[src/hw/rtl/falc_pkg.sv]
`timescale 1ns / 1ps
`default_nettype none

package falc_pkg;

  localparam int ENTRIES = 64;
  localparam int KEY_W   = 32;
  localparam int CNT_W   = 32;
  localparam int CAP_W   = 7;
  localparam int IDX_W   = (ENTRIES > 1) ? $clog2(ENTRIES) : 1;
  localparam int OCC_W   = $clog2(ENTRIES + 1);

  localparam logic [CAP_W-1:0] CAP_RESET = CAP_W'(64);
  localparam logic [CNT_W-1:0] CNT_MAX   = {CNT_W{1'b1}};

  typedef enum logic [1:0] {
    ST_IDLE,
    ST_COMPARE,
    ST_UPDATE
  } state_t;

  // control broadcast to every cell of the chain
  typedef struct packed {
    logic             compare;
    logic             commit;
    logic [IDX_W-1:0] lim;
  } cell_ctrl_t;

endpackage

`default_nettype wire

[src/hw/rtl/falc_cell.sv]
`timescale 1ns / 1ps
`default_nettype none

module falc_cell import falc_pkg::*; (
  input  logic             clk,
  input  logic             rst,
  input  cell_ctrl_t       ctrl,
  input  logic [IDX_W-1:0] idx,
  input  logic [KEY_W-1:0] lookup_key,
  input  logic [KEY_W-1:0] prev_key,
  input  logic             prev_valid,
  input  logic             next_valid,
  output logic [KEY_W-1:0] key,
  output logic             valid,
  output logic             match,
  output logic [KEY_W-1:0] tail_key
);

  logic [KEY_W-1:0] key_q;
  logic             valid_q;
  logic             match_q;
  logic [KEY_W-1:0] tail_key_q;
  logic             shift_in;
  logic             is_tail;

  // cells up to the limit take their neighbour's entry, the head takes the new key
  assign shift_in = ctrl.commit && (idx <= ctrl.lim);
  assign is_tail  = valid_q && !next_valid;

  always_ff @(posedge clk) begin
    if (rst) begin
      valid_q <= 1'b0;
      match_q <= 1'b0;
    end else begin
      if (shift_in) begin
        valid_q <= prev_valid;
      end
      if (ctrl.compare) begin
        match_q <= valid_q && (key_q == lookup_key);
      end
    end
  end

  always_ff @(posedge clk) begin
    if (shift_in) begin
      key_q <= prev_key;
    end
    if (ctrl.compare) begin
      tail_key_q <= is_tail ? key_q : '0;
    end
  end

  assign key      = key_q;
  assign valid    = valid_q;
  assign match    = match_q;
  assign tail_key = tail_key_q;

endmodule

`default_nettype wire
[config.mk]
export PLATFORM = sky130hd
export DESIGN_NAME = falc_cell
export DESIGN_NICKNAME = d
export VERILOG_FILES = /design/src/hw/rtl/falc_pkg.sv /design/src/hw/rtl/falc_cell.sv
export SDC_FILE = /design/constraint.sdc
export NUM_CORES = 1
export LEC_CHECK = 0
export ABC_AREA = 1
export BUFFER_PORTS_ARGS = -buffer_cell sky130_fd_sc_hd__buf_2
export CORE_ASPECT_RATIO = 0.8
export CORE_MARGIN = 1
export CORE_UTILIZATION = 49
export DETAILED_ROUTE_END_ITERATION = 16
export PLACE_DENSITY = 0.87
export SETUP_SLACK_MARGIN = 0.3
export SYNTH_ARGS = -nofsm -noshare
export SYNTH_HDL_FRONTEND = slang
export SYNTH_SLANG_ARGS = --single-unit
[constraint.sdc]
create_clock -name clk -period 6.85 [get_ports clk]
set_clock_uncertainty 0.15 [all_clocks]
set_input_delay 0.685 -clock clk [delete_from_list [all_inputs] [get_ports clk]]
set_output_delay 0.685 -clock clk [all_outputs]
set_load 0.01 [all_outputs]
==> run_results.csv <==
group,metric,value,unit
grt,grt_max_degree,35,
setup_path,r2r_cells,3,
power,seqPwrFrac,46.8,%
logic_synthesis,ys.flop_type,"edfxtp_1",
clocking,cts.clk_slew.worst_paths,0.07,ns
detailed_routing,via_count,2324,
timing,timing.final.crit_period,2.544,ns
logic_synthesis,syn_area,0.002913,mm^2
layout,stdcell_count,514,
grt,grt_pass1_wl,9.625,mm
power,comb_power_share,13.7,%
grt,grt_pass1_vias,2196,
grt,grt_antenna_before_repair,0,
layout,drive_gt1_share,38.53,%
power,p_leak,2.042,nW
logic_synthesis,synth_edf_count,64,
logic_synthesis,synth_top_area_share,65.98,%
timing,finalCritPeriodShare,37.13,%
logic_synthesis,async_flop_share,0,%
timing,worst_pin_slew,1.157,ns
setup_path,cp_max_fo,34,
min_path,min_path_type,"register to register",
timing,hold_violations,0,
clocking,post_cts_resized,0,
setup_path,crit_chain,"buf_2 > inv_1 > ha_1 > nand2_1 > inv_1 > o21bai_1 > nand3_1 > a21boi_4",
setup_path,cp.arrival,2.34,ns
logic_synthesis,synth_area_leader_cell,"edfxtp_1",
min_path,hold_end,"match$_SDFFE_PP0P_",
clocking,holdBufCountCts,0,
detailed_routing,drcViolationCount,0,
floorplan,die_h,70.96,um
detailed_routing,ant_nets,0,
setup_path,criticalPathCategory,"primary input to register",
layout,syn_to_final_growth,37.33,%
logic_synthesis,synth_nets,365,
setup_path,r2r_start,"valid$_SDFFE_PP0P_",
logic_synthesis,ys_warn_count,0,
run_status,run_status,"finished clean",
setup_path,cp.required,6.65,ns
layout,antenna_cells,0,
detailed_routing,viasPerCell,4.521,
power,netSwitchingFraction,23.29,%
power,ir_drop,0.0001670,V
place,gp_congestion,0.7493,
floorplan,core_area,0.005585,mm^2
setup_path,endpoint_kind,"register",
place,dp_hpwl,4.895,mm
timing,slew_headroom,22.87,%
detailed_routing,firstDrtPassIters,4,
detailed_routing,drtIter0Drc,114,
min_path,hold_depth,2,
power,clockPowerShare,39.5,%
detailed_routing,wl_per_cell,12.43,um
power,p_sw,0.2512,mW
floorplan,initial_core_util,52.15,%
clocking,cts_sinks,66,
place,dp_cells,498,
logic_synthesis,synthDistinctLibCells,21,
run,max_cap_viol_count,0,
logic_synthesis,ys_seq_area_share,67.35,%
clocking,clkLatencyLatePin,0.33,ns
setup_path,slowest_delay,0.89,ns
power,p_int,0.8273,mW
clocking,clockRootBuffer,"clkbuf_8",
timing,rsz0062_at_grt,"no",
floorplan,rows,24,
floorplan,ios,148,
clocking,cts_tree,"built",
timing,fin_tns_setup,0,ns
logic_synthesis,syn_avg_cell_area,10.52,um^2
logic_synthesis,ys_seq_elements,66,
setup_path,r2r_end,"tail_key[26]$_SDFFCE_PN0P_",
timing,drv_slew,0,
min_path,min_from,"match$_SDFFE_PP0P_",
clocking,cts_made_buffers,9,
setup_path,crit_path_start_kind,"primary input",
power,cellPowerDensity,269.6,mW/mm^2
setup_path,crit_slowest_cell,"a21boi_4",
setup_path,critPathMostFrequentCell,"inv_1",
clocking,cts_max_level,3,
clocking,post_cts_buffers,0,
floorplan,die_x,88.20,um
logic_synthesis,syn_inst,277,
layout,final_nets,519,
grt,grt.total_usage,21.09,%
setup_path,r2r_slack,5.01,ns
timing,max_freq,0.3931,GHz
grt,gr-total-overflow,0,
logic_synthesis,synth_common_cells,"edfxtp_1 (64), nand2_1 (59), inv_1 (57), nor2_1 (52), xnor2_1 (10)",
timing,finalSetupViolations,0,
detailed_routing,drt-total-wl,6.388,mm
place,portBuffers,147,
logic_synthesis,synthTopCellsByArea,"edfxtp_1 (66%), nand2_1 (7.6%), inv_1 (7.3%)",
clocking,clock_path_buffers,2,
logic_synthesis,yosysMostFrequentCell,"edfxtp_1",
floorplan,dieArea,0.006259,mm^2
worst max-delay path, delay by kind of cell:
family / cells / cell delay, ns
AO/OA/AOI/OAI: 2 / 1.00
adder cells (fa/ha/maj): 1 / 0.30
AND/OR/NAND/NOR: 2 / 0.19
buffers and inverters: 3 / 0.14
per-stage QoR:
step | worst slack [ns] | cell area (um^2) | utilization, % | hold WS (ns) | power (mW)
after floorplan | 4.002 | 2913 | - | 0.3433 | 0.5850
final | 4.306 | 4000 | 71.62 | 0.3386 | 1.079
after global placement | 3.998 | 3735 | 66.87 | 0.3143 | 0.6544
after detailed placement | 3.938 | 3735 | 66.87 | 0.3303 | 0.6624
after global routing | 4.148 | 4000 | 71.62 | 0.3407 | 1.127
after CTS | 4.283 | 4000 | 71.62 | 0.3417 | 1.090
layer usage:
metal | up-vias | global-route usage (%) | wire length [um] | part of all wire (%)
met5 | - | 0 | 0 | 0
met4 | 0 | 5.197 | 60 | 0.94
met3 | 8 | 8.985 | 582 | 9.1
met2 | 118 | 37.35 | 3152 | 49
met1 | 1026 | 23.25 | 2593 | 41
li1 | 1172 | - | - | -
power groups by stage:
stage	logic [mW]	registers [mW]	clock network [mW]
final	0.148	0.504	0.426
after global routing	0.166	0.509	0.452
after CTS	0.150	0.505	0.436
after detailed placement	0.149	0.513	0
after global placement	0.143	0.511	0
after floorplan	0.0567	0.528	0
cells by family after synthesis:
logic type	Yosys count	share of synthesized area [%]
xor gates and xnor gates	12	3.608
and+or+nand+nor	120	16.11
buffers and inverters	65	8.505
DFF	66	67.35
AOI/OAI and AO/OA	8	1.847
adders and majority gates	6	2.577
worst max path at each step:
stage                       start  slack, ns  cells past startpoint                 end
after global placement    ctrl[3]       4.00                      8    key[2]$_DFFE_PP_
after global routing      ctrl[3]       4.15                     11  valid$_SDFFE_PP0P_
after floorplan           ctrl[3]       4.00                      7    key[0]$_DFFE_PP_
after detailed placement  ctrl[3]       3.94                      8    key[2]$_DFFE_PP_
final                     ctrl[3]       4.31                      8    key[1]$_DFFE_PP_
after CTS                 ctrl[3]       4.28                      8    key[1]$_DFFE_PP_
layout by cell type (no fill, tap or decap):
| master | synthesis | final |
|---|---|---|
| buf_2 | 3 | 147 |
| edfxtp_1 | 64 | 64 |
| nand2_1 | 59 | 59 |
| inv_1 | 57 | 57 |
| nor2_1 | 52 | 52 |
| xnor2_1 | 10 | 10 |
| clkbuf_8 | 0 | 9 |
| ha_1 | 6 | 6 |
| nand4_1 | 5 | 5 |
| inv_2 | 4 | 4 |
| bufinv_16 | 0 | 4 |
| nand3_1 | 3 | 3 |
| xor2_1 | 2 | 2 |
| o21ai_0 | 2 | 2 |
| dfxtp_1 | 2 | 2 |
| o21ai_1 | 1 | 1 |
| o21bai_1 | 1 | 1 |
| a21oi_1 | 1 | 1 |
| a21boi_4 | 0 | 1 |
| or2_1 | 1 | 1 |
| o22ai_1 | 1 | 1 |
| a21oi_2 | 1 | 1 |
| clkinv_4 | 0 | 1 |
| inv_6 | 0 | 1 |
| clkbuf_1 | 1 | 1 |
registers in the layout, summed over array words and instances, names as in the netlist:
name and flops:
tail_key 32, key 32, match 1, valid 1
cell type report:
class	count	area (um^2)
repair buffers	147	735.7
clock buffers	10	127.6
inverters	61	229.0
clock inverters	6	137.6
multi-input cells	146	710.7
fillers	430	1585
flip-flops and latches	66	1962
well taps	78	97.59
Note: power is estimated with default switching activity, not from simulation.
